--- config.mk ---
export PLATFORM = sky130hd
export DESIGN_NAME = sda_ram
export DESIGN_NICKNAME = d
export VERILOG_FILES = /design/src/sda_ram.sv
export SDC_FILE = /design/constraint.sdc
export NUM_CORES = 2
export LEC_CHECK = 0
export BUFFER_PORTS_ARGS = -buffer_cell sky130_fd_sc_hd__clkbuf_2
export CAP_MARGIN = 10
export CELL_PAD_IN_SITES_DETAIL_PLACEMENT = 1
export CELL_PAD_IN_SITES_GLOBAL_PLACEMENT = 1
export CORE_MARGIN = 1
export CORE_UTILIZATION = 30
export DETAILED_ROUTE_END_ITERATION = 10
export PLACE_DENSITY = 0.55
export SYNTH_ARGS = -nofsm -noshare
export SYNTH_HDL_FRONTEND = slang
export SYNTH_SLANG_ARGS = --single-unit
--- constraint.sdc ---
create_clock -name i_clk -period 2.2 [get_ports i_clk]
set_clock_uncertainty 0.15 [all_clocks]
set_input_delay 0 -clock i_clk [delete_from_list [all_inputs] [get_ports i_clk]]
set_output_delay 0 -clock i_clk [all_outputs]
set_load 0.01 [all_outputs]
--- src/sda_ram.sv ---
// simple dual-port ram: one write port, one registered read port
// no dependencies
`timescale 1ns / 1ps

module sda_ram #(
    parameter int WIDTH = 16,
    parameter int DEPTH = 256,
    parameter int AW    = 8
) (
    input  logic             i_clk,
    input  logic             i_we,
    input  logic [AW-1:0]    i_waddr,
    input  logic [WIDTH-1:0] i_wdata,
    input  logic             i_re,
    input  logic [AW-1:0]    i_raddr,
    output logic [WIDTH-1:0] o_rdata
);

    logic [WIDTH-1:0] r_mem [DEPTH];
    logic [WIDTH-1:0] r_rdata;

    // write port
    always_ff @(posedge i_clk) begin
        if (i_we) begin
            r_mem[i_waddr] <= i_wdata;
        end
    end

    // registered read port
    always_ff @(posedge i_clk) begin
        if (i_re) begin
            r_rdata <= r_mem[i_raddr];
        end
    end

    assign o_rdata = r_rdata;

endmodule

==> flow_metrics.env <==
export IMPL_grt_pass1_vias=85610
export IMPL_dpl_cell_area_um2=179000
export IMPL_ys_warn_count=0
export IMPL_syn_area_per_cell_um2=21.6
export IMPL_antenna_found_initial=35
export IMPL_grt_max_degree=124
export IMPL_crit_path_max_fanout=1
export IMPL_wirelength_um=490000
export IMPL_final_cell_mix="4112 x edfxtp_1, 802 x buf_4, 797 x mux4_2, 565 x mux2i_1, 427 x clkbuf_16"
export IMPL_worstMarginPinSlew_ns=1.04
export IMPL_nets=8651
export IMPL_drt_iter0_drc=8648
export IMPL_ys_flop_type="edfxtp_1"
export IMPL_crit_arrival_ns=3.49
export IMPL_layout_commonest_cell="edfxtp_1"
export IMPL_rsz0062_at_grt="yes"
export IMPL_period_share_pct=130
export IMPL_cp_required_ns=2.83
export IMPL_worstSetupPathType="reg2reg"
export IMPL_status="finished, violations left"
export IMPL_routed_via_density=5.16
export IMPL_area_growth_syn_to_layout_pct=22.3
export IMPL_htreeDepth=5
export IMPL_hold_viol_final=0
export IMPL_synth_net_count=7395
export IMPL_root_buffer="clkbuf_16"
export IMPL_cts_buffers=422
export IMPL_fin_area_um2=194000
export IMPL_power_net_switching_mw=36.9
export IMPL_multiInputGateArea_um2=34100
export IMPL_stdcell_count=15936
export IMPL_core_area_um2=526000
export IMPL_hold_ws_ns=0.103
export IMPL_clockBufferDepth=4
export IMPL_max_freq_mhz=349
export IMPL_synth_async_reset_ratio_pct=0
export IMPL_wl_per_cell_um=30.8
export IMPL_insertion_delay_ns=1.02
export IMPL_gp_congestion=0.823
export IMPL_ir_drop_v=0.000607
export IMPL_grt_pass1_wl_um=683000
export IMPL_min_period_ns=2.87
export IMPL_clk_pin_slew_worst_paths_ns=0.06
export IMPL_dieWidth_um=730
export IMPL_max_slew_margin_pct=30.3
export IMPL_cp_start_kind="flop"
export IMPL_drtPass1Iterations=5
export IMPL_cts_setup_buffers=0
export IMPL_synthCells=7360
export IMPL_seqCellArea_um2=123000
export IMPL_place_hpwl_um=309000
export IMPL_drive_above_1_share_pct=32.6
export IMPL_final_util_pct=36.9
export IMPL_p_seq_share_pct=51.7
export IMPL_fp_dieH_um=730
export IMPL_cts_tree="yes"
export IMPL_grt_use_total_pct=18.0
export IMPL_violations="setup timing"
export IMPL_dieArea_um2=532000
export IMPL_p_int_mw=130
export IMPL_ys_ff_latch=4112
export IMPL_floorplan_initialDensity_pct=30.2
export IMPL_synth_cell_type_count=51
export IMPL_end_kind="flop"
export IMPL_drt_antenna_violating_nets=0
export IMPL_gr_total_overflow=0
export IMPL_cellPowerDensity_nw_per_um2=861
export IMPL_boundaryPins=51
export IMPL_cap_violations=0
export IMPL_min_path_type="in2reg"
export IMPL_synth_edf_count=4112
export IMPL_drv_slew=0
export IMPL_worst_slack_ns=-0.666
export IMPL_numPortBuffers=50
export IMPL_rows=266
export IMPL_drc=0
export IMPL_n_fill_cell=50727
export IMPL_combPwrFrac_pct=6.1
export IMPL_dp_cells=15113
export IMPL_power_leakage_nw=62.2
export IMPL_swShare_pct=22.0
export IMPL_syn_cell_area_um2=159000
export IMPL_clkSinkCount=4112
export IMPL_clock_power_share_pct=42.2
export IMPL_setup_viol=16
export IMPL_yosysSeqAreaShare_pct=77.7
export IMPL_vias=82264
## power groups by stage
stage | Clock, mW | Sequential (mW) | Combinational (mW)
floorplan | 0 | 88.1 | 4.34
global placement | 0 | 88.2 | 9.57
detailed placement | 0 | 88.2 | 9.77
CTS | 72.1 | 86.5 | 10.3
global route | 74.6 | 86.5 | 10.7
finish | 70.6 | 86.5 | 10.2
## cell families after synthesis
family | after synthesis | synth area share (%)
flip-flops | 4112 | 77.7
AO/OA/AOI/OAI | 786 | 3.53
buffers and inverters | 456 | 1.69
multiplexers | 1450 | 15.5
AND/OR/NAND/NOR | 556 | 1.57
## final cells by class
cell class              instances  share of cell area, %
inverters                       4                 0.0142
repair buffers               1284                   7.50
clock buffers                 523                   5.68
well taps                    6968                   4.49
clock inverters               247                   1.22
flip-flops and latches       4112                   63.5
multi-input cells            2792                   17.5
diodes                          6                0.00773
## registers in the layout (all words and copies together) (netlist names)
name / cells
o_rdata: 16
r_mem: 4096
## Yosys cell counts (2+ instances only)
master | count | share of area [%]
buf_6 | 77 | 0.55
a21o_1 | 2 | 0.0094
and3_1 | 11 | 0.043
nand2b_1 | 3 | 0.012
o32ai_1 | 20 | 0.11
nand3_1 | 35 | 0.11
o21ai_0 | 37 | 0.12
buf_1 | 27 | 0.064
or2_2 | 4 | 0.016
nor3_1 | 92 | 0.29
o221ai_1 | 252 | 1.4
and4_1 | 2 | 0.011
nor4bb_1 | 2 | 0.013
nor2_1 | 304 | 0.72
nand4b_1 | 3 | 0.017
a21oi_1 | 175 | 0.55
clkbuf_1 | 230 | 0.54
edfxtp_1 | 4112 | 78
buf_12 | 5 | 0.063
nand2_1 | 38 | 0.090
buf_4 | 26 | 0.12
a22o_1 | 32 | 0.18
or3_1 | 2 | 0.0079
mux2_2 | 88 | 0.62
buf_8 | 11 | 0.10
o31ai_1 | 16 | 0.076
buf_2 | 76 | 0.24
nor2b_1 | 9 | 0.035
inv_1 | 3 | 0.0071
nand4_1 | 26 | 0.10
mux4_2 | 797 | 11
mux2i_1 | 565 | 3.6
o22ai_1 | 148 | 0.58
nor4_1 | 17 | 0.067
a2111oi_0 | 6 | 0.033
a221oi_1 | 28 | 0.15
a211oi_1 | 18 | 0.085
a31oi_1 | 6 | 0.024
a22oi_1 | 43 | 0.20
## worst paths after layout
| path | from | to | slack, ns | cells after the start |
|---|---|---|---|---|
| setup / recovery | r_mem[19][10]$_DFFE_PP_ | o_rdata[10]$_DFFE_PP_ | -0.67 | 6 |
| hold / removal | i_raddr[6] | o_rdata[5]$_DFFE_PP_ | 0.10 | 6 |
| setup reg to reg | r_mem[19][10]$_DFFE_PP_ | o_rdata[10]$_DFFE_PP_ | -0.67 | 6 |
| hold reg to reg | r_mem[95][5]$_DFFE_PP_ | o_rdata[5]$_DFFE_PP_ | 1.09 | 5 |
## timing repair
item,CTS,global route
setup endpoints to repair,18,273
resized for setup,125,43
endpoints found under the hold margin,8191,0
pin swaps,37,22
hold buffers,67,0
## per-stage QoR
step / power, mW / worst slack, ns / setup TNS, ns
after floorplan: 92.5 / -0.115 / -176.32
after global routing: 172 / -0.727 / -7.59
final: 167 / -0.666 / -6.96
after global placement: 97.8 / -1.88 / -20.83
after detailed placement: 98.0 / -1.89 / -20.59
after CTS: 169 / -0.734 / -8.05
## metal layers
layer	up-vias	wire, um	track usage [%]
li1	33866	-	-
met3	602	27000	2.19
met1	45201	214000	25.2
met2	2595	234000	29.7
met4	0	14700	5.07
met5	-	0	0
## critical path, cell delays in order, from the launching register on
cell and delay [ns]:
edfxtp_1 0.37, mux4_2 0.52, mux4_2 0.56, a22o_4 0.30, o32ai_4 0.52, buf_12 0.19, nor4_4 0.03
Power figures use the tool's default switching activity.
