[config.mk]
export PLATFORM = sky130hd
export DESIGN_NAME = sda_acc
export DESIGN_NICKNAME = d
export VERILOG_FILES = /design/src/sda_pkg.sv /design/src/sda_acc.sv
export SDC_FILE = /design/constraint.sdc
export NUM_CORES = 1
export LEC_CHECK = 0
export ABC_AREA = 1
export BUFFER_PORTS_ARGS = -buffer_cell sky130_fd_sc_hd__buf_2
export CAP_MARGIN = 20
export CELL_PAD_IN_SITES_DETAIL_PLACEMENT = 0
export CELL_PAD_IN_SITES_GLOBAL_PLACEMENT = 1
export CORE_UTILIZATION = 30
export DETAILED_ROUTE_END_ITERATION = 8
export GPL_TIMING_DRIVEN = 0
export HOLD_SLACK_MARGIN = 0.02
export PLACE_DENSITY_LB_ADDON = 0.1
export SLEW_MARGIN = 20
export SYNTH_ARGS = -nofsm -noshare
export SYNTH_HDL_FRONTEND = slang
export SYNTH_SLANG_ARGS = --single-unit
[constraint.sdc]
create_clock -name i_clk -period 1.9 [get_ports i_clk]
set_input_delay 0.19 -clock i_clk [delete_from_list [all_inputs] [get_ports i_clk]]
set_output_delay 0.19 -clock i_clk [all_outputs]
set_load 0.02 [all_outputs]
[src/sda_pkg.sv]
// shared constants and types for the spike decoder accumulator
// no dependencies; used by the top level, sequencer and accumulator through scoped names
`timescale 1ns / 1ps

package sda_pkg;

    // default sizes
    localparam int NEURON_CNT_DEF  = 256;
    localparam int DELAY_SLOTS_DEF = 16;

    // command codes
    localparam logic [1:0] CMD_SYNAPSE = 2'd0;
    localparam logic [1:0] CMD_TICK    = 2'd1;
    localparam logic [1:0] CMD_LOAD    = 2'd2;

    // synapse word layout
    localparam int SYN_TYPE_BIT = 20;
    localparam int SYN_IDX_LSB  = 21;
    localparam int SYN_IDX_MSB  = 31;
    localparam int SYN_IDX_W    = SYN_IDX_MSB - SYN_IDX_LSB + 1;

    // register map
    localparam int          PADDR_W       = 3;
    localparam int          REG_SEL_BIT   = 2;
    localparam logic        REG_STOP_TICK = 1'b0;
    localparam logic        REG_ACTIVE    = 1'b1;
    localparam logic [31:0] STOP_TICK_RST = 32'hFFFF_FFFF;
    localparam logic [8:0]  ACTIVE_RST    = 9'd256;

    // output scaling and saturation
    localparam int OUT_SHIFT = 8;
    localparam int OUT_MAX   = 32767;
    localparam int OUT_MIN   = -32768;

    // accumulator control from the sequencer
    typedef struct packed {
        logic clear;
        logic add;
    } t_acc_ctl;

    // result handoff from the sequencer
    typedef struct packed {
        logic load;
        logic done;
    } t_res_ctl;

endpackage

[src/sda_acc.sv]
// shared accumulate unit: one add per cycle, shift and saturate on readout
// depends on sda_pkg
`timescale 1ns / 1ps

module sda_acc #(
    parameter int SUM_W = 25
) (
    input  logic                i_clk,
    input  sda_pkg::t_acc_ctl   i_ctl,
    input  logic signed [15:0]  i_dec,
    output logic signed [15:0]  o_value
);

    localparam logic signed [SUM_W-1:0] SAT_MAX = SUM_W'(sda_pkg::OUT_MAX);
    localparam logic signed [SUM_W-1:0] SAT_MIN = SUM_W'(sda_pkg::OUT_MIN);

    logic signed [SUM_W-1:0] r_sum;
    logic signed [SUM_W-1:0] n_sum;
    logic signed [SUM_W-1:0] shifted;

    // clear at tick start, add one flagged decoder per cycle
    always_comb begin
        n_sum = r_sum;
        if (i_ctl.clear) begin
            n_sum = '0;
        end else if (i_ctl.add) begin
            n_sum = r_sum + SUM_W'(i_dec);
        end
    end

    always_ff @(posedge i_clk) begin
        r_sum <= n_sum;
    end

    // arithmetic shift and clamp to 16-bit signed
    always_comb begin
        shifted = r_sum >>> sda_pkg::OUT_SHIFT;
        if (shifted > SAT_MAX) begin
            o_value = 16'(SAT_MAX);
        end else if (shifted < SAT_MIN) begin
            o_value = 16'(SAT_MIN);
        end else begin
            o_value = 16'(shifted);
        end
    end

endmodule

==> flow_summary.toml, run 1 <==
[status]
status = "completed"

[detailed_routing]
via_per_inst = 4.48
wire_per_inst_microns = 13.4
drtIter0Drc = 152
detail_route.wirelength_mm = 9.48
drcViolationCount = 0
dr.pass1.iters = 4
num_vias = 3159
drtAntennaViolNets = 0

[setup_path]
cp.buffers_inverters = 2
endpoint = "r_sum[6]$_SDFFE_PP0P_"
rr_worst_depth = 10
critPathCaptureType = "register"
r2r_start = "r_sum[0]$_SDFFE_PP0P_"
slowest_delay_ps = 420
crit_path_cell_trace = "ha_4 -> fa_2 -> nand2_2 -> nand2_4 -> nand3_2 -> nand2_4 -> buf_4 -> xor2_1 -> o21ai_0 -> inv_1"
arrival_ps = 2050
cp_top_family = "adder cells"
cp.required_ps = 2110
rrSetupSlack_ps = 60
cp-start-kind = "register"
cp-startpoint = "r_sum[0]$_SDFFE_PP0P_"
critPathKind = "register to register"
worst_path_max_delay_cell = "fa_2"
cp_num_cells = 10
r2r_end = "r_sum[6]$_SDFFE_PP0P_"
crit_fanout = 3
critPathMostFrequentCell = "nand2_4"

[synthesis]
syn_avg_cell_area_sq_um = 5.49
syn_nets = 579
yosysSeqAreaShare_pct = 17.0
ys_warn_count = 0
yosys_register_bits = 25
synthArstFlopShare_pct = 0
synth-edff-count = 0
synth_cell_types = 26
synth_top_flop_cell = "dfxtp_1"
syn_area_sq_um = 2940
synth_cells = 535

[floorplanning]
core_area_sq_um = 9370
die_area_sq_um = 10200
io_pins = 35
die_h_microns = 101
die_w_microns = 101
rows = 35
initial_core_util_pct = 31.3

[sta]
fin_crit_sh_pct = 97.1
rsz0062_at_grt = "yes"
finClkSkew_ps = 2.18
setup_viol = 0
hold_ws_ps = 178
hold_viol = 0
post-route-min-period_ps = 1840
slew_headroom_pct = 52.6
max_slew.worst_pin.slew_ps = 711
slew_violations = 0
worst_slack_ps = 55.3
max_clock_freq_mhz = 542

[clock_network]
holdBufCountCts = 0
numCtsBuffers = 3
path_clk_slew_ps = 120
max-clock-path-buffers = 2
cts.sinks = 25
cts-root-buf = "clkbuf_8"
cts.htree.levels = 1
tritoncts = "built"
clk_latency_ps = 300

[cells_and_area]
largest_reg_flops = 25
antenna_cells = 0
final_nets = 621
nFillCells = 1115
final_cells = 705
largest_register = "r_sum"
reg_top3 = "r_sum (25)"
drive_gt1_share_pct = 18.1
syn2layout_area_growth_pct = 21.4

[run]
cap_violations = 0

[placed_design]
gp_congestion = 0.850
hpwl_mm = 7.69
post-place-ws_ps = -45.7
dp.cells = 697
io_buffers = 33

[min_path]
hold_start = "i_ctl[1]"
hold_path.class = "input pin to register"

[power]
ir_drop_mv = 0.304
p_leak_nw = 2.03
powerDensity_nw_per_um2 = 644

[global_route]
grt_overflow = 0
first_global_vias = 2918
antenna_found_initial = 0
grt_pass1_wl_mm = 14.8
track_usage_pct = 19.5
grt_max_degree = 15
==> cells by family (layout without fill, tap and decap cells) <==
family                   Yosys count  count (layout)  synth area share [%]
XOR/XNOR                          10              10                  2.98
flip-flops                        25              25                  17.0
AND/OR/NAND/NOR                  284             284                  41.0
adder cells (fa/ha/maj)           25              25                  10.9
buffers and inverters            129             170                  17.3
AO/OA/AOI/OAI                     62              62                  10.8
==> per-stage QoR <==
step           area (sq um)  TNS [ps]  util, %  power [mW]
3_3_place_gp           3260      -123     34.8        1.78
6_report               3570         0     38.1        2.30
2_1_floorplan          2940         0        -        1.47
3_5_place_dp           3260      -126     34.8        1.79
4_1_cts                3320         0     35.4        2.18
5_1_grt                3570     -46.0     38.1        2.50
==> synth_stat cells, drive strengths merged, types with 2 or more instances <==
library cell | number | area [sq um]
nand2 | 179 | 697
inv | 119 | 447
nor2 | 59 | 256
a21oi | 43 | 215
nand3 | 33 | 170
dfxtp | 25 | 500
ha | 24 | 300
o21ai | 16 | 80.1
xor2 | 8 | 70.1
clkbuf | 7 | 26.3
nand4 | 7 | 43.8
a21o | 2 | 15.0
buf | 2 | 22.5
nor3 | 2 | 10.0
or2 | 2 | 12.5
xnor2 | 2 | 17.5
==> what timing repair did <==
action | CTS | global route
resized for setup | 3 | 54
endpoints found under the setup margin | 18 | 25
pin swaps | 0 | 15
buffers inserted | 0 | 4
==> per-layer routing <==
metal,global-route usage (%),part of all wire [%]
met1,28.9,52
met2,30.2,43
met3,1.94,4.6
met4,4.12,0.58
met5,0,0
==> power by group <==
group	switching (mW)	internal, mW
Combinational	0.804	0.468
Clock	0.240	0.149
Sequential	0.0514	0.585
==> worst min-delay path, stage by stage <==
cell and delay (ps):
buf_2 120, a21oi_1 40, o21ai_0 60, inv_1 40
==> cell usage in the layout, fill, tap and decap left out, types with 5 or more instances in the layout <==
cell,count
nand2_4,5
ha_2,8
nand4_1,7
o21ai_0,14
inv_1,119
nand3_1,28
nand2_1,159
nand3_2,5
xor2_1,8
ha_1,8
nor2_2,7
clkbuf_1,5
nor2_1,48
dfxtp_1,21
buf_2,33
a21oi_1,41
ha_4,8
nand2_2,15
==> worst min path at each step <==
stage	end	slack [ps]	depth (start not counted)
2_1_floorplan	r_sum[8]$_SDFFE_PP0P_	350	3
3_3_place_gp	r_sum[0]$_SDFFE_PP0P_	490	2
3_5_place_dp	r_sum[0]$_SDFFE_PP0P_	490	2
4_1_cts	r_sum[8]$_SDFFE_PP0P_	180	4
5_1_grt	r_sum[8]$_SDFFE_PP0P_	210	4
6_report	r_sum[8]$_SDFFE_PP0P_	180	4
==> final cells by class <==
class	count	area [sq um]	share of cell area [%]
Buffer	10	68.8	1.93
Clock buffer	3	41.3	1.16
Clock inverter	1	5.00	0.140
Inverter	119	447	12.5
Multi-Input combinational cell	381	2140	60.1
Sequential cell	25	505	14.2
Tap cell	129	161	4.53
Timing Repair Buffer	37	195	5.47
(Power assumes the default switching activity.)
==> run 2, diff against run 1 <==
==> constraint.sdc (replaced) <==
create_clock -name i_clk -period 1.9 [get_ports i_clk]
set_input_delay 0.095 -clock i_clk [delete_from_list [all_inputs] [get_ports i_clk]]
set_output_delay 0.095 -clock i_clk [all_outputs]
set_load 0.02 [all_outputs]
==> run 2 against run 1 <==
  * Routed wire length is 0.16% higher
  * Non-clock buffer count stayed put
  * Combinational power hardly changed
  * Setup slack better by 1.3 ps
  * Critical path type unchanged
==> flow_summary.toml, run 2 (same netlist as run 1, synthesis figures left out) <==
[sta]
setup_viol = 0
hold_ws_ps = 87.3
post-route-min-period_ps = 1840
hold_viol = 0
slew_violations = 0
slew_headroom_pct = 52.1
fin_crit_sh_pct = 97.0
finClkSkew_ps = 3.05
max_slew.worst_pin.slew_ps = 719
rsz0062_at_grt = "yes"
max_clock_freq_mhz = 542
worst_slack_ps = 56.5
tns_ps = 0

[detailed_routing]
num_vias = 3147
via_per_inst = 4.46
drtAntennaViolNets = 0
wire_per_inst_microns = 13.5
drcViolationCount = 0
drtIter0Drc = 156
dr.pass1.iters = 4
detail_route.wirelength_mm = 9.50

[cells_and_area]
antenna_cells = 0
reg_top3 = "r_sum (25)"
largest_register = "r_sum"
layout_commonest_cell = "nand2_1"
fin_area_sq_um = 3560
final_nets = 621
drive_gt1_share_pct = 17.9
syn2layout_area_growth_pct = 21.1
largest_reg_flops = 25
layout_common_cells = "nand2_1 (160), inv_1 (119), nor2_1 (48)"
nFillCells = 1114

[floorplanning]
rows = 35
initial_core_util_pct = 31.3
io_pins = 35
die_w_microns = 101
die_area_sq_um = 10200
core_area_sq_um = 9370
die_h_microns = 101

[run]
cap_violations = 0

[placed_design]
io_buffers = 33
hpwl_mm = 7.69
gp_congestion = 0.850
post-place-ws_ps = -28.6
placed_area_sq_um = 3260

[setup_path]
critPathCaptureType = "register"
worst_path_max_delay_cell = "fa_2"
critPathKind = "register to register"
r2r_start = "r_sum[0]$_SDFFE_PP0P_"
critPathMostFrequentCell = "nand2_4"
cp.required_ps = 2110
slowest_delay_ps = 420
crit_fanout = 3
crit_path_cell_trace = "ha_4 -> fa_2 -> nand2_2 -> nand2_4 -> nand3_2 -> nand2_4 -> buf_4 -> xor2_1 -> o21ai_0 -> inv_1"
cp-start-kind = "register"
cp-startpoint = "r_sum[0]$_SDFFE_PP0P_"
arrival_ps = 2050

[global_route]
grt_max_degree = 15
grt_pass1_wl_mm = 14.8
grt_overflow = 0
track_usage_pct = 19.5
first_global_vias = 2918
antenna_found_initial = 0

[power]
intPower_mw = 1.20
p_switching_mw = 1.09
seqPwrFrac_pct = 27.8
clkPwrFrac_pct = 16.9
p_leak_nw = 2.03
combPwrFrac_pct = 55.4
power_mw = 2.29
swShare_pct = 47.6
ir_drop_mv = 0.295
powerDensity_nw_per_um2 = 644

[clock_network]
path_clk_slew_ps = 120
cts.htree.levels = 1
max-clock-path-buffers = 2
cts.sinks = 25
tritoncts = "built"
cts-root-buf = "clkbuf_8"
clk_latency_ps = 300
numCtsBuffers = 3

[min_path]
hold_start = "i_ctl[1]"
hold_path.class = "input pin to register"

[status]
status = "completed"
-- run 2: repair_timing --
action	in CTS	in global routing
endpoints found under the setup margin	18	14
setup buffers	0	4
pin swaps	0	15
resized for setup	3	49
hold buffers	0	0
-- run 2: final timing paths --
check,end,slack (ps),cells after the start
setup / recovery,r_sum[6]$_SDFFE_PP0P_,60,10
hold reg to reg,r_sum[0]$_SDFFE_PP0P_,550,2
hold / removal,r_sum[8]$_SDFFE_PP0P_,90,4
setup reg to reg,r_sum[6]$_SDFFE_PP0P_,60,10
-- run 2: cell type report --
class                   instances  area (sq um)  area share [%]
multi-input cells             381          2140            60.1
clock buffers                   3          41.3            1.16
inverters                     119           447            12.6
well taps                     129           161            4.54
flip-flops and latches         25           505            14.2
plain buffers                  10          63.8            1.79
clock inverters                 1          5.00           0.141
repair buffers                 37           195            5.49
-- run 2: critical path, delay by kind of cell, from the launching register on --
family	cells	cell delay, ps
adders and majority gates	2	580
xor gates and xnor gates	1	130
AOI/OAI and AO/OA	1	130
buffers and inverters	2	200
DFF	1	350
and+or+nand+nor	4	350
-- run 2: power groups by stage --
stage | logic, mW | clock network [mW] | registers, mW
after global placement | 1.15 | 0 | 0.637
final | 1.27 | 0.386 | 0.637
after CTS | 1.16 | 0.395 | 0.626
after floorplan | 0.853 | 0 | 0.622
after detailed placement | 1.15 | 0 | 0.638
after global routing | 1.43 | 0.424 | 0.645
-- run 2: per-layer routing --
layer	routed length (microns)	GRT usage (%)
met5	0	0
met4	55	4.12
met3	451	1.94
met2	4080	30.2
met1	4910	28.9
-- run 2: through the flow --
stage / util [%] / instances
after floorplan: - / 535
after global placement: 34.8 / 697
after detailed placement: 34.8 / 697
after CTS: 35.4 / 701
after global routing: 38.0 / 705
final: 38.0 / 705
==> run 3, diff against run 2 <==
--- a/config.mk
+++ b/config.mk
@@ -10,7 +10,8 @@
 export CAP_MARGIN = 20
 export CELL_PAD_IN_SITES_DETAIL_PLACEMENT = 0
 export CELL_PAD_IN_SITES_GLOBAL_PLACEMENT = 1
-export CORE_UTILIZATION = 30
+export CORE_UTILIZATION = 41
+export CTS_BUF_LIST = sky130_fd_sc_hd__clkbuf_8
 export DETAILED_ROUTE_END_ITERATION = 8
 export GPL_TIMING_DRIVEN = 0
 export HOLD_SLACK_MARGIN = 0.02
==> run 3 against run 2 <==
  * Hold slack improved by 21 ps
  * Fmax rose by 0.56%
  * Via count rose by 2.0%
  * Register-to-register slack barely moved
  * First-iteration DRC count fell by 9.0%
==> flow_summary.toml, run 3 (same netlist as run 1, synthesis figures left out) <==
[global_route]
first_global_vias = 2917
track_usage_pct = 24.8
antenna_found_initial = 0
grt_overflow = 0
grt_pass1_wl_mm = 14.3
grt_max_degree = 15

[cells_and_area]
syn2layout_area_growth_pct = 17.5
layout_common_cells = "nand2_1 (161), inv_1 (119), nor2_1 (46)"
antenna_cells = 0
drive_gt1_share_pct = 17.4
final_cells = 671
layout_commonest_cell = "nand2_1"
final_nets = 620
reg_top3 = "r_sum (25)"
fin_area_sq_um = 3450
largest_reg_flops = 25
largest_register = "r_sum"

[sta]
slew_violations = 0
setup_viol = 0
rsz0062_at_grt = "yes"
hold_viol = 0
finClkSkew_ps = 6.76
post-route-min-period_ps = 1830
fin_crit_sh_pct = 96.5
worst_slack_ps = 66.8
hold_ws_ps = 108
max_slew.worst_pin.slew_ps = 721
tns_ps = 0
max_clock_freq_mhz = 545
slew_headroom_pct = 52.0

[detailed_routing]
drtAntennaViolNets = 0
dr.pass1.iters = 4
drcViolationCount = 0
detail_route.wirelength_mm = 8.75
via_per_inst = 4.78
drtIter0Drc = 142
num_vias = 3210
wire_per_inst_microns = 13.0

[floorplanning]
initial_core_util_pct = 42.8
core_area_sq_um = 6870
rows = 30
io_pins = 35
die_area_sq_um = 7510
die_h_microns = 86.7
die_w_microns = 86.7

[run]
cap_violations = 0

[clock_network]
cts-root-buf = "clkbuf_8"
numCtsBuffers = 3
max-clock-path-buffers = 2
clk_latency_ps = 280
cts.htree.levels = 1
tritoncts = "built"
cts.sinks = 25
path_clk_slew_ps = 110

[min_path]
whs_path_depth = 4
hold_path.class = "input pin to register"
hold_start = "i_ctl[1]"
holdPathEnd = "r_sum[8]$_SDFFE_PP0P_"

[setup_path]
critPathMostFrequentCell = "nand2_2"
rr_worst_depth = 10
cp.buffers_inverters = 2
rrSetupSlack_ps = 70
cp.required_ps = 2090
r2r_start = "r_sum[0]$_SDFFE_PP0P_"
crit_path_cell_trace = "ha_4 -> fa_2 -> nand2_2 -> nand2_2 -> nand3_1 -> nand2_2 -> buf_4 -> xor2_1 -> o21ai_1 -> inv_1"
cp-start-kind = "register"
critPathKind = "register to register"
worst_path_max_delay_cell = "fa_2"
critPathCaptureType = "register"
r2r_end = "r_sum[6]$_SDFFE_PP0P_"
arrival_ps = 2030
slowest_delay_ps = 420
crit_fanout = 3
cp_top_family = "adder cells"

[placed_design]
placed_area_sq_um = 3220
post-place-ws_ps = -1.25
hpwl_mm = 7.05
gp_congestion = 0.950
io_buffers = 33
dp.cells = 664

[power]
powerDensity_nw_per_um2 = 642
p_leak_nw = 2.00
ir_drop_mv = 0.320

[status]
status = "completed"
==> run 3: changes by cell type in the layout (fill, tap and decap cells not counted), moves of 2 or more <==
| cell | delta |
|---|---|
| nor2_2 | +3 |
| dfxtp_1 | +3 |
| nand2_2 | +3 |
| nand3_1 | +2 |
| nand3_2 | -2 |
| nand2_4 | -4 |
| nor2_1 | -2 |
| ha_2 | +3 |
| ha_4 | -3 |
| dfxtp_2 | -3 |
==> run 3: worst max path at each step <==
stage,startpoint,end,slack (ps),cells past startpoint
2_1_floorplan,r_sum[0]$_SDFFE_PP0P_,r_sum[24]$_SDFFE_PP0P_,220,12
3_3_place_gp,r_sum[0]$_SDFFE_PP0P_,r_sum[24]$_SDFFE_PP0P_,-2,12
3_5_place_dp,r_sum[0]$_SDFFE_PP0P_,r_sum[24]$_SDFFE_PP0P_,-1,12
4_1_cts,r_sum[0]$_SDFFE_PP0P_,r_sum[16]$_SDFFE_PP0P_,40,11
5_1_grt,r_sum[0]$_SDFFE_PP0P_,r_sum[22]$_SDFFE_PP0P_,-40,12
6_report,r_sum[0]$_SDFFE_PP0P_,r_sum[6]$_SDFFE_PP0P_,70,10
==> run 3: stage by stage <==
| stage | utilization (%) | total power [mW] |
|---|---|---|
| 3_5_place_dp | 46.9 | 1.76 |
| 6_report | 50.2 | 2.21 |
| 4_1_cts | 47.6 | 2.14 |
| 2_1_floorplan | - | 1.47 |
| 5_1_grt | 50.2 | 2.43 |
| 3_3_place_gp | 46.9 | 1.75 |
==> run 3: timing repair <==
item	in CTS	in global routing
gates cloned	0	0
pin swaps	0	3
gates resized for setup	1	43
setup endpoints to repair	3	24
buffers inserted	0	3
hold buffers	0	0
==> run 3: power by group <==
group	total [mW]	switching, mW	internal [mW]
registers	0.630	0.0465	0.584
logic	1.23	0.780	0.446
clock network	0.357	0.210	0.148
total	2.21	1.04	1.18
==> run 3: metal layers <==
metal / wire, microns / global-route usage [%]
met1: 4350 / 36.8
met5: 0 / 0
met2: 3720 / 38.5
met4: 173 / 6.06
met3: 513 / 1.90
==> run 3: final cells by class <==
type                       instances  area (sq um)
tap                               96           120
multi-input combinational        381          2080
timing repair buffer              36           188
buffer                            10          63.8
clock inverter                     1          5.00
inverter                         119           447
clock buffer                       3          41.3
sequential                        25           502
fill                             795          3420
==> run 3: tightest hold or removal path, cell delays in order <==
cell and delay [ps]:
buf_2 120, a21oi_1 40, o21ai_0 60, inv_1 40
