==> config.mk <==
export PLATFORM = sky130hd
export DESIGN_NAME = sda_seq
export DESIGN_NICKNAME = d
export VERILOG_FILES = /design/src/sda_pkg.sv /design/src/sda_seq.sv
export SDC_FILE = /design/constraint.sdc
export NUM_CORES = 1
export LEC_CHECK = 0
export ABC_CLOCK_PERIOD_IN_PS = 10520
export CAP_MARGIN = 15
export CORE_MARGIN = 10
export CORE_UTILIZATION = 25
export DETAILED_ROUTE_END_ITERATION = 7
export DONT_BUFFER_PORTS = 1
export SLEW_MARGIN = 10
export SYNTH_ARGS = -nofsm -noshare
export SYNTH_HDL_FRONTEND = slang
export SYNTH_SLANG_ARGS = --single-unit
==> constraint.sdc <==
create_clock -name i_clk -period 10.52 [get_ports i_clk]
set_clock_uncertainty 0.15 [all_clocks]
set_input_delay 0.526 -clock i_clk [delete_from_list [all_inputs] [get_ports i_clk]]
set_output_delay 0.526 -clock i_clk [all_outputs]
set_load 0.02 [all_outputs]
==> src/sda_pkg.sv <==
// shared constants and types for the spike decoder accumulator
// no dependencies; used by the top level, sequencer and accumulator through scoped names
`timescale 1ns / 1ps

package sda_pkg;

    // default sizes
    localparam int NEURON_CNT_DEF  = 256;
    localparam int DELAY_SLOTS_DEF = 16;

    // command codes
    localparam logic [1:0] CMD_SYNAPSE = 2'd0;
    localparam logic [1:0] CMD_TICK    = 2'd1;
    localparam logic [1:0] CMD_LOAD    = 2'd2;

    // synapse word layout
    localparam int SYN_TYPE_BIT = 20;
    localparam int SYN_IDX_LSB  = 21;
    localparam int SYN_IDX_MSB  = 31;
    localparam int SYN_IDX_W    = SYN_IDX_MSB - SYN_IDX_LSB + 1;

    // register map
    localparam int          PADDR_W       = 3;
    localparam int          REG_SEL_BIT   = 2;
    localparam logic        REG_STOP_TICK = 1'b0;
    localparam logic        REG_ACTIVE    = 1'b1;
    localparam logic [31:0] STOP_TICK_RST = 32'hFFFF_FFFF;
    localparam logic [8:0]  ACTIVE_RST    = 9'd256;

    // output scaling and saturation
    localparam int OUT_SHIFT = 8;
    localparam int OUT_MAX   = 32767;
    localparam int OUT_MIN   = -32768;

    // accumulator control from the sequencer
    typedef struct packed {
        logic clear;
        logic add;
    } t_acc_ctl;

    // result handoff from the sequencer
    typedef struct packed {
        logic load;
        logic done;
    } t_res_ctl;

endpackage

==> src/sda_seq.sv <==
// sequencer: clear pass, synapse read-modify-write, decoder load, tick walk
// depends on sda_pkg
`timescale 1ns / 1ps

module sda_seq #(
    parameter int NEURON_CNT  = 256,
    parameter int DELAY_SLOTS = 16,
    parameter int ADDR_W      = 8,
    parameter int SLOT_W      = 4
) (
    input  logic                   i_clk,
    input  logic                   i_rst_n,
    input  logic                   i_in_valid,
    output logic                   o_in_ready,
    input  logic [1:0]             i_cmd,
    input  logic [31:0]            i_synapse_word,
    input  logic [7:0]             i_decoder_index,
    input  logic [31:0]            i_stop_tick,
    input  logic [8:0]             i_active_neurons,
    input  logic [DELAY_SLOTS-1:0] i_flag_rdata,
    input  logic                   i_out_free,
    output logic                   o_flag_we,
    output logic [ADDR_W-1:0]      o_flag_waddr,
    output logic [DELAY_SLOTS-1:0] o_flag_wdata,
    output logic                   o_rd_en,
    output logic [ADDR_W-1:0]      o_rd_addr,
    output logic                   o_dec_we,
    output logic [ADDR_W-1:0]      o_dec_waddr,
    output sda_pkg::t_acc_ctl      o_acc,
    output sda_pkg::t_res_ctl      o_res
);

    localparam int CNT_W       = ADDR_W + 1;
    localparam int SYN_IDX_W_L = sda_pkg::SYN_IDX_W;

    localparam logic [2:0] ST_CLEAR = 3'd0;
    localparam logic [2:0] ST_IDLE  = 3'd1;
    localparam logic [2:0] ST_SYN   = 3'd2;
    localparam logic [2:0] ST_WALK  = 3'd3;
    localparam logic [2:0] ST_OUT   = 3'd4;

    logic [2:0]        r_state,   n_state;
    logic [ADDR_W-1:0] r_addr,    n_addr;
    logic [CNT_W-1:0]  r_limit,   n_limit;
    logic [SLOT_W-1:0] r_slot,    n_slot;
    logic [31:0]       r_tick,    n_tick;
    logic              r_stopped, n_stopped;
    logic              r_done,    n_done;

    logic                   accept;
    logic [SYN_IDX_W_L-1:0] syn_idx;
    logic                   syn_ok;
    logic                   dec_ok;
    logic [31:0]            tick_next;
    logic                   tick_done;
    logic [SLOT_W-1:0]      slot_next;
    logic [31:0]            act32;
    logic [CNT_W-1:0]       lim;
    logic [CNT_W-1:0]       walk_next;
    logic [DELAY_SLOTS-1:0] cur_mask;
    logic [DELAY_SLOTS-1:0] syn_mask;

    // item decode and next-tick values
    always_comb begin
        accept    = i_in_valid && (r_state == ST_IDLE);
        syn_idx   = i_synapse_word[sda_pkg::SYN_IDX_MSB:sda_pkg::SYN_IDX_LSB];
        syn_ok    = !i_synapse_word[sda_pkg::SYN_TYPE_BIT]
                    && (32'(syn_idx) < 32'(NEURON_CNT));
        dec_ok    = 32'(i_decoder_index) < 32'(NEURON_CNT);
        tick_next = r_tick + 32'd1;
        tick_done = tick_next >= i_stop_tick;
        // slot follows the tick count, back to zero when the count wraps
        slot_next = (r_slot == SLOT_W'(DELAY_SLOTS - 1) || tick_next == '0) ? '0
                    : r_slot + SLOT_W'(1);
        act32     = 32'(i_active_neurons);
        lim       = (act32 > 32'(NEURON_CNT)) ? CNT_W'(NEURON_CNT) : CNT_W'(act32);
        walk_next = {1'b0, r_addr} + CNT_W'(1);
        cur_mask  = DELAY_SLOTS'(1) << r_slot;
        syn_mask  = DELAY_SLOTS'(1) << slot_next;
    end

    // state machine
    always_comb begin
        n_state      = r_state;
        n_addr       = r_addr;
        n_limit      = r_limit;
        n_slot       = r_slot;
        n_tick       = r_tick;
        n_stopped    = r_stopped;
        n_done       = r_done;
        o_in_ready   = 1'b0;
        o_flag_we    = 1'b0;
        o_flag_waddr = r_addr;
        o_flag_wdata = '0;
        o_rd_en      = 1'b0;
        o_rd_addr    = r_addr;
        o_dec_we     = 1'b0;
        o_dec_waddr  = ADDR_W'(i_decoder_index);
        o_acc        = '0;
        o_res.load   = 1'b0;
        o_res.done   = r_done;
        case (r_state)
            ST_CLEAR: begin
                // zero one flag row per cycle
                o_flag_we = 1'b1;
                if (r_addr == ADDR_W'(NEURON_CNT - 1)) begin
                    n_state = ST_IDLE;
                    n_addr  = '0;
                end else begin
                    n_addr = r_addr + ADDR_W'(1);
                end
            end
            ST_IDLE: begin
                o_in_ready = 1'b1;
                if (accept && !r_stopped) begin
                    case (i_cmd)
                        sda_pkg::CMD_SYNAPSE: begin
                            if (syn_ok) begin
                                o_rd_en   = 1'b1;
                                o_rd_addr = ADDR_W'(syn_idx);
                                n_addr    = ADDR_W'(syn_idx);
                                n_state   = ST_SYN;
                            end
                        end
                        sda_pkg::CMD_TICK: begin
                            n_tick      = tick_next;
                            n_slot      = slot_next;
                            n_done      = tick_done;
                            n_stopped   = tick_done;
                            n_limit     = lim;
                            n_addr      = '0;
                            o_acc.clear = 1'b1;
                            if (lim == '0) begin
                                n_state = ST_OUT;
                            end else begin
                                o_rd_en   = 1'b1;
                                o_rd_addr = '0;
                                n_state   = ST_WALK;
                            end
                        end
                        sda_pkg::CMD_LOAD: begin
                            o_dec_we = dec_ok;
                        end
                        default: begin
                        end
                    endcase
                end
            end
            ST_SYN: begin
                // set the flag for the slot of the next tick
                o_flag_we    = 1'b1;
                o_flag_wdata = i_flag_rdata | syn_mask;
                n_state      = ST_IDLE;
            end
            ST_WALK: begin
                // row r_addr is on the read port: clear its slot bit, add its decoder if that bit was set
                o_flag_we    = 1'b1;
                o_flag_wdata = i_flag_rdata & ~cur_mask;
                o_acc.add    = |(i_flag_rdata & cur_mask);
                if (walk_next < r_limit) begin
                    o_rd_en   = 1'b1;
                    o_rd_addr = ADDR_W'(walk_next);
                    n_addr    = ADDR_W'(walk_next);
                end else begin
                    n_state = ST_OUT;
                end
            end
            ST_OUT: begin
                if (i_out_free) begin
                    o_res.load = 1'b1;
                    n_state    = ST_IDLE;
                end
            end
            default: begin
                n_state = ST_IDLE;
            end
        endcase
    end

    // control registers
    always_ff @(posedge i_clk) begin
        if (!i_rst_n) begin
            r_state   <= ST_CLEAR;
            r_addr    <= '0;
            r_slot    <= '0;
            r_tick    <= '0;
            r_stopped <= 1'b0;
        end else begin
            r_state   <= n_state;
            r_addr    <= n_addr;
            r_slot    <= n_slot;
            r_tick    <= n_tick;
            r_stopped <= n_stopped;
        end
    end

    // per-tick values
    always_ff @(posedge i_clk) begin
        r_limit <= n_limit;
        r_done  <= n_done;
    end

endmodule

==> results of run 1 <==
power breakdown:
part | internal [mW] | leakage [nW] | switching (mW)
Combinational | 0.0121 | 1.97 | 0.0183
Clock | 0.180 | 0.140 | 0.105
Sequential | 0.227 | 0.484 | 0.00416
Total | 0.419 | 2.60 | 0.128
registers in the layout, indices dropped and copies added, names as in the netlist:
name,cells
r_done,1
r_slot,4
r_tick,32
o_flag_waddr,8
r_stopped,1
r_limit,9
r_state,3
routing by layer:
metal,up-vias,GRT usage
met5,-,0
met1,2672,0.143
met4,0,0.0389
li1,2801,-
met3,22,0.0317
met2,211,0.207
per-stage QoR:
step | setup slack (ps) | util | std cells | instance area [µm²] | power, mW
after CTS | 5570 | 0.271 | 1089 | 6390 | 0.559
after floorplan | 6640 | - | 814 | 5990 | 0.263
after global routing | 5160 | 0.271 | 1089 | 6390 | 0.572
final | 5560 | 0.271 | 1089 | 6390 | 0.547
after global placement | 5990 | 0.259 | 1073 | 6110 | 0.265
after detailed placement | 5960 | 0.259 | 1073 | 6110 | 0.266
Yosys cell counts, types with 11 or more instances:
cell | number | area [µm²]
dfxtp_1 | 48 | 961
xnor2_1 | 28 | 245
nor3_1 | 17 | 85.1
a31oi_1 | 11 | 68.8
nand4_1 | 22 | 138
clkbuf_1 | 29 | 109
or3_1 | 11 | 68.8
buf_2 | 17 | 85.1
xor2_1 | 32 | 280
inv_1 | 63 | 236
nor2b_1 | 15 | 93.8
a21oi_1 | 60 | 300
and3_1 | 14 | 87.6
nand3_1 | 41 | 205
o21ai_0 | 37 | 185
a21o_1 | 11 | 82.6
ha_1 | 48 | 601
buf_4 | 15 | 113
nand2_1 | 77 | 289
nor2_1 | 68 | 255
how the worst min path moves through the flow:
stage	slack, ps	cells past startpoint	from	end
floorplan	340	2	r_tick[31]	r_tick[31]
global placement	350	2	r_tick[31]	r_tick[31]
detailed placement	370	3	r_stopped	r_stopped
CTS	120	0	i_active_neurons[8]	r_limit[8]
global route	110	0	i_active_neurons[8]	r_limit[8]
finish	140	0	i_active_neurons[8]	r_limit[8]
critical path: stages, from the launching register on:
cell and delay [ps]:
dfxtp_1 660, ha_1 420, and3_1 260, nand3_1 130
xnor2_1 220, ha_1 260, o21a_1 170, o21ai_0 200
nor2_1 80, o21ai_0 120, nand3_1 360, o311ai_0 1060
kinds of logic (layout without fill, tap and decap cells):
family / Yosys count / after routing / share of synthesized area
multiplexers: 3 / 3 / 0.00501
flip-flops: 58 / 58 / 0.210
AND/OR/NAND/NOR: 323 / 323 / 0.293
XOR/XNOR: 60 / 60 / 0.0877
buffers and inverters: 127 / 83 / 0.0925
AO/OA/AOI/OAI: 195 / 195 / 0.211
adder cells (fa/ha/maj): 48 / 48 / 0.100
final cells by class:
class / instances / area, µm²
sequential: 58 / 1260
timing repair buffer: 4 / 30.0
clock buffer: 9 / 225
clock inverter: 7 / 60.1
tap: 319 / 399
fill: 2605 / 17200
inverter: 63 / 236
multi-input combinational: 629 / 4180
==> flow_metrics.tcl, run 1 <==
set metrics [dict create \
    cp_max_fo 9 \
    final_layout_size_suffix_gt1_frac 0.0532 \
    fin_nets 916 \
    r2r_end "o_flag_waddr[1]" \
    r2r_slack_ps 6460 \
    io_pins 151 \
    cts_setup_buffers 0 \
    synth.distinct_cells 79 \
    synth_edf_count 10 \
    period_share 0.471 \
    finalHoldViolCount 0 \
    grt_pass1_wl_um 30000 \
    cts.htree.levels 3 \
    slew_headroom 0.223 \
    cp-end-kind "output pin" \
    synth_seq_cells 58 \
    cp-start-kind "flip-flop" \
    fmax_mhz 202 \
    setup_violations 0 \
    finalSetupTns_ps 0 \
    drtAntennaViolNets 0 \
    drt_wl_total_um 18900 \
    p_leak_nw 2.60 \
    cts_made_buffers 9 \
    arrival_ps 4280 \
    grt_pass1_vias 5503 \
    vias 5706 \
    cts_sinks 58 \
    syn_nets 965 \
    r2r_cells 13 \
    holdWs_ps 138 \
    power_per_cell_area_nw_per_um2 85.5 \
    initial_utilization 0.255 \
    globalplace.congestion 0.911 \
    worstMarginPinSlew_ps 1150 \
    grt_max_degree 36 \
    cap_violations 0 \
    final_common_cell "nand2_1" \
    clkLatencyLatePin_ps 330 \
    finalMaxSlewViolations 0 \
    ys.flop_type "dfxtp_1" \
    die_w_um 175 \
    via_per_inst 5.24 \
    overflow 0 \
    dp_hpwl_um 14600 \
    cts_root_buf "clkbuf_16" \
    grt_setup_unrepaired "false" \
    status "finished clean" \
    met3_length_um 1350 \
    cts_tree "done" \
    drc_errors 0 \
    wl_per_cell_um 17.3 \
    endpoint "o_rd_addr[3]" \
    hold_path_class "primary input to flip-flop" \
    synth_area_um2 5990 \
    yosysSeqAreaShare 0.210 \
    drtIter0Drc 501 \
    irDropWorstVdd_v 0.0000587 \
    port_buffers 0 \
    crit_start "o_flag_waddr[1]" \
    r2r_start "o_flag_waddr[1]" \
    diodes 0 \
    coreArea_um2 23500 \
    cts.clk_slew.worst_paths_ps 50 \
    area_growth_pct 6.62 \
    avgSynthCellArea_um2 7.36 \
    cts.repair.resized 0 \
    routed-wl-met2_um 9250 \
    wl_met1_um 7950 \
    clock_path_buffers 2 \
    mostFrequentLayoutCells "77 x nand2_1, 68 x nor2_1, 63 x inv_1, 60 x a21oi_1" \
    top_layer_used "met4" \
    cts_hold_buffers 0 \
    async_flop_share 0 \
    cp.required_ps 9840 \
    antenna_found_initial 0 \
    die_h_um 175 \
    drt_pass1_iterations 5 \
    grt_usage 0.121 \
    ys.warnings.count 0 \
    fin_crit_ps 4960 \
    num_rows 56 \
    die-area_um2 30600 \
    synthCells 814 \
    critical_path_class "flip-flop to output pin" \
]
Power figures use the tool's default switching activity.
==> run 2, diff against run 1 <==
Settings changed: ABC_CLOCK_PERIOD_IN_PS 10520 to 4900.
Clock period 10.52 ns to 4.9 ns, I/O delays scaled along.
==> flow_metrics.tcl, run 2 (same netlist as run 1, synthesis figures left out) <==
set metrics [dict create \
    critPathMaxStageDelay_ps 610 \
    slew_headroom 0.340 \
    period_share 0.916 \
    met1_usage 0.142 \
    dp_cells 1082 \
    fin_crit_ps 4490 \
    worstMarginPinSlew_ps 981 \
    cap_violations 0 \
    p_leak_nw 2.70 \
    cp-end-kind "output pin" \
    share_seq_of_total_power 0.413 \
    grt_pass1_wl_um 29900 \
    largest_reg_flops 32 \
    worst_slack_ps 409 \
    power_per_cell_area_nw_per_um2 181 \
    place_area_um2 6170 \
    via_per_inst 5.23 \
    cp.required_ps 4510 \
    grt.busiest_layer "met2" \
    drtAntennaViolNets 0 \
    wl_per_cell_um 16.9 \
    cts.clk_slew.worst_paths_ps 50 \
    io_pins 151 \
    setup_violations 0 \
    drt_pass1_iterations 5 \
    cts_root_buf "clkbuf_16" \
    irDropWorstVdd_v 0.000140 \
    endpoint "o_rd_addr[1]" \
    finish.utilization 0.279 \
    design_area_um2 6580 \
    cts_tree "done" \
    crit_start "o_flag_waddr[0]" \
    cp-start-kind "flip-flop" \
    die-area_um2 30600 \
    p_switching_mw 0.280 \
    initial_utilization 0.255 \
    cp_max_fo 9 \
    multi_input_area_um2 4180 \
    r2r_start "r_tick[0]" \
    finalHoldViolCount 0 \
    dp_slack_ps 851 \
    overflow 0 \
    grt_max_degree 37 \
    hold_depth 2 \
    coreArea_um2 23500 \
    critical_path_class "flip-flop to output pin" \
    power_mw 1.19 \
    final_common_cell "nand2_1" \
    finalMaxSlewViolations 0 \
    grt_usage 0.119 \
    power_frac_comb 0.069 \
    drt_wl_total_um 18800 \
    met3_usage 0.0375 \
    top_register "r_tick" \
    hold_path_class "primary input to flip-flop" \
    grt_setup_unrepaired "false" \
    arrival_ps 4100 \
    clkLatencyLatePin_ps 330 \
    fin_cells 1110 \
    dp_hpwl_um 14500 \
    mostFrequentLayoutCells "77 x nand2_1, 68 x nor2_1, 63 x inv_1, 60 x a21oi_1" \
    cts_sinks 58 \
    clockPowerShare 0.518 \
    grt_util_met2 0.203 \
    swShare 0.235 \
    r2r_slack_ps 900 \
    port_buffers 0 \
    power.internal_mw 0.910 \
    drc_errors 0 \
    status "finished clean" \
    cp_slowest_cell "dfxtp_1" \
    antenna_found_initial 0 \
    cp_cell_sequence "ha_1 -> and3_1 -> nand3_1 -> xnor2_1 -> ha_1 -> o21a_1 -> o21ai_0 -> nor2_1 -> o21ai_0 -> nor3b_2 -> mux2i_1 -> o221ai_1" \
    regArea_um2 1260 \
    final_layout_size_suffix_gt1_frac 0.0645 \
    die_w_um 175 \
    grt_pass1_vias 5459 \
    num_rows 56 \
    fill_cells 2614 \
    holdWs_ps 17.8 \
    cts_made_buffers 9 \
    area_growth_pct 9.77 \
    cts.htree.levels 3 \
    drtIter0Drc 603 \
    fmax_mhz 223 \
    clock_path_buffers 2 \
    r2r_end "r_done" \
    r2r_cells 12 \
    vias 5808 \
    fin_nets 937 \
    diodes 0 \
    die_h_um 175 \
    globalplace.congestion 0.898 \
    finalSetupTns_ps 0 \
]
## run 2: cell types whose count changed in the layout (fill, tap and decap cells not counted)
cell / previous run / this run
dlygate4sd3_1: 0 / 12
buf_4: 4 / 13
clkinv_1: 2 / 0
clkbuf_1: 0 / 1
clkinv_2: 3 / 4
## run 2: power by group through the flow
| stage | Sequential [mW] | Combinational (mW) | Clock (mW) |
|---|---|---|---|
| global route | 0.491 | 0.0932 | 0.662 |
| global placement | 0.501 | 0.0693 | 0 |
| floorplan | 0.502 | 0.0626 | 0 |
| detailed placement | 0.501 | 0.0711 | 0 |
| finish | 0.491 | 0.0822 | 0.616 |
| CTS | 0.491 | 0.0832 | 0.641 |
## run 2: worst min-delay path by stage
| stage | startpoint | endpoint | slack, ps |
|---|---|---|---|
| after floorplan | i_synapse_word[23] | o_flag_waddr[2] | 260 |
| after CTS | i_synapse_word[26] | o_flag_waddr[5] | 4 |
| after global placement | i_active_neurons[8] | r_limit[8] | 200 |
| final | i_synapse_word[26] | o_flag_waddr[5] | 20 |
| after detailed placement | i_active_neurons[8] | r_limit[8] | 200 |
| after global routing | i_synapse_word[26] | o_flag_waddr[5] | 30 |
## run 2: cell type report
cell class | instances | share of cell area
Clock buffer | 10 | 0.0348
Multi-Input combinational cell | 629 | 0.635
Inverter | 63 | 0.0359
Timing Repair Buffer | 25 | 0.0331
Clock inverter | 6 | 0.00875
Tap cell | 319 | 0.0607
Sequential cell | 58 | 0.192
## run 2: worst max-delay path: cells and delay by family (launching register included)
| kind | cells | cell delay (ps) |
|---|---|---|
| AND/OR/NAND/NOR | 4 | 1080 |
| AO/OA/AOI/OAI | 4 | 970 |
| adder cells (fa/ha/maj) | 2 | 680 |
| flip-flops | 1 | 610 |
| multiplexers | 1 | 230 |
| XOR/XNOR | 1 | 180 |
## run 2: layer usage
| layer | vias up | part of all wire |
|---|---|---|
| met2 | 248 | 0.49 |
| met4 | 0 | 0.013 |
| met5 | - | 0 |
| met1 | 2699 | 0.42 |
| li1 | 2841 | - |
| met3 | 20 | 0.080 |
## run 2: repair_timing
action	CTS	global route
setup buffers	0	0
hold buffers	12	0
endpoints found under the hold margin	23	0
resized for setup	0	0
==> run 3, diff against run 2 <==
Settings changed: REMOVE_ABC_BUFFERS set to 1.
==> flow_metrics.tcl, run 3 (same netlist as run 1, synthesis figures left out) <==
set metrics [dict create \
    design_area_um2 6570 \
    cts_root_buf "clkbuf_16" \
    cts_made_buffers 9 \
    initial_utilization 0.255 \
    vias 5791 \
    grt_setup_unrepaired "false" \
    grt_util_met2 0.206 \
    coreArea_um2 23500 \
    p_leak_nw 2.69 \
    cts.clk_slew.worst_paths_ps 50 \
    die_h_um 175 \
    finalMaxSlewViolations 0 \
    power.internal_mw 0.903 \
    clkLatencyLatePin_ps 340 \
    finish.utilization 0.279 \
    clock_path_buffers 2 \
    drc_errors 0 \
    fin_nets 935 \
    swShare 0.237 \
    place_area_um2 6170 \
    grt_max_degree 36 \
    slew_headroom 0.338 \
    worstMarginPinSlew_ps 984 \
    drt_pass1_iterations 7 \
    share_seq_of_total_power 0.415 \
    via_per_inst 5.23 \
    period_share 0.916 \
    area_growth_pct 9.58 \
    cp_max_fo 9 \
    globalplace.congestion 0.896 \
    cap_violations 0 \
    cp-start-kind "flip-flop" \
    arrival_ps 4090 \
    drtAntennaViolNets 0 \
    cp-end-kind "output pin" \
    power_frac_comb 0.068 \
    p_switching_mw 0.280 \
    finalSetupTns_ps 0 \
    mostFrequentLayoutCells "77 x nand2_1, 68 x nor2_1, 63 x inv_1, 60 x a21oi_1" \
    critical_path_class "flip-flop to output pin" \
    fin_crit_ps 4490 \
    met1_usage 0.147 \
    status "finished clean" \
    finalHoldViolCount 0 \
    overflow 0 \
    drt_wl_total_um 19300 \
    cts_tree "done" \
    fmax_mhz 223 \
    io_pins 151 \
    num_rows 56 \
    diodes 0 \
    top_register "r_tick" \
    cts_sinks 58 \
    antenna_found_initial 0 \
    power_per_cell_area_nw_per_um2 180 \
    die_w_um 175 \
    clockPowerShare 0.516 \
    grt_pass1_wl_um 30300 \
    drtIter0Drc 536 \
    largest_reg_flops 32 \
    cts.htree.levels 3 \
    setup_violations 0 \
    grt.busiest_layer "met2" \
    port_buffers 0 \
    final_layout_size_suffix_gt1_frac 0.0621 \
    irDropWorstVdd_v 0.000153 \
    met3_usage 0.0414 \
    hold_path_class "primary input to flip-flop" \
    grt_usage 0.123 \
    final_common_cell "nand2_1" \
    dp_hpwl_um 15000 \
    grt_pass1_vias 5407 \
    die-area_um2 30600 \
    cp.required_ps 4510 \
    wl_per_cell_um 17.4 \
]
==> run 3: layout make-up <==
type | count | area, µm²
timing repair buffer | 23 | 200
fill | 2621 | 17000
tap | 319 | 399
clock inverter | 2 | 12.5
sequential | 58 | 1260
inverter | 63 | 236
clock buffer | 14 | 274
multi-input combinational | 629 | 4190
==> run 3: path summary, 6_finish.rpt <==
path / startpoint / end / slack, ps / cells past startpoint
setup / recovery: o_flag_waddr[0] / o_rd_addr[5] / 410 / 13
hold / removal: i_synapse_word[27] / o_flag_waddr[6] / 20 / 2
setup reg to reg: r_tick[0] / r_stopped / 910 / 14
hold reg to reg: r_tick[31] / r_tick[31] / 370 / 2
==> run 3: per-layer routing <==
layer	share of wire	routed length (µm)	up-vias
li1	-	-	2828
met1	0.41	7990	2676
met2	0.48	9270	258
met3	0.091	1770	29
met4	0.016	303	0
met5	0	0	-
==> run 3: critical path: stages, from the launching register on <==
cell,delay (ps)
dfxtp_1,620
ha_1,360
and3_1,270
nand3_1,140
xnor2_1,180
ha_1,290
o21a_1,170
o21ai_0,220
nor2_1,80
o21ai_0,130
nand3_1,420
nor2_1,180
o21ai_0,90
o21ai_0,600
==> run 3: metrics by stage <==
stage	setup slack, ps	std cells	total power [mW]	hold WS, ps
2_1_floorplan	1300	750	0.552	194
3_3_place_gp	793	1081	0.570	196
3_5_place_dp	792	1081	0.572	196
4_1_cts	390	1108	1.21	5.14
5_1_grt	48.6	1108	1.23	51.1
6_report	411	1108	1.18	22.4
==> run 3: repair_timing <==
action                     CTS  global route
hold buffers                11             0
setup buffers                0             0
gates resized for setup      0             1
setup endpoints to repair    0             1
hold endpoints to repair    25             0
==> run 3: power by group through the flow <==
stage | clock network [mW] | registers [mW] | logic, mW
3_3_place_gp | 0 | 0.501 | 0.0693
6_report | 0.611 | 0.491 | 0.0808
4_1_cts | 0.632 | 0.491 | 0.0818
5_1_grt | 0.648 | 0.492 | 0.0922
3_5_place_dp | 0 | 0.501 | 0.0705
2_1_floorplan | 0 | 0.503 | 0.0490
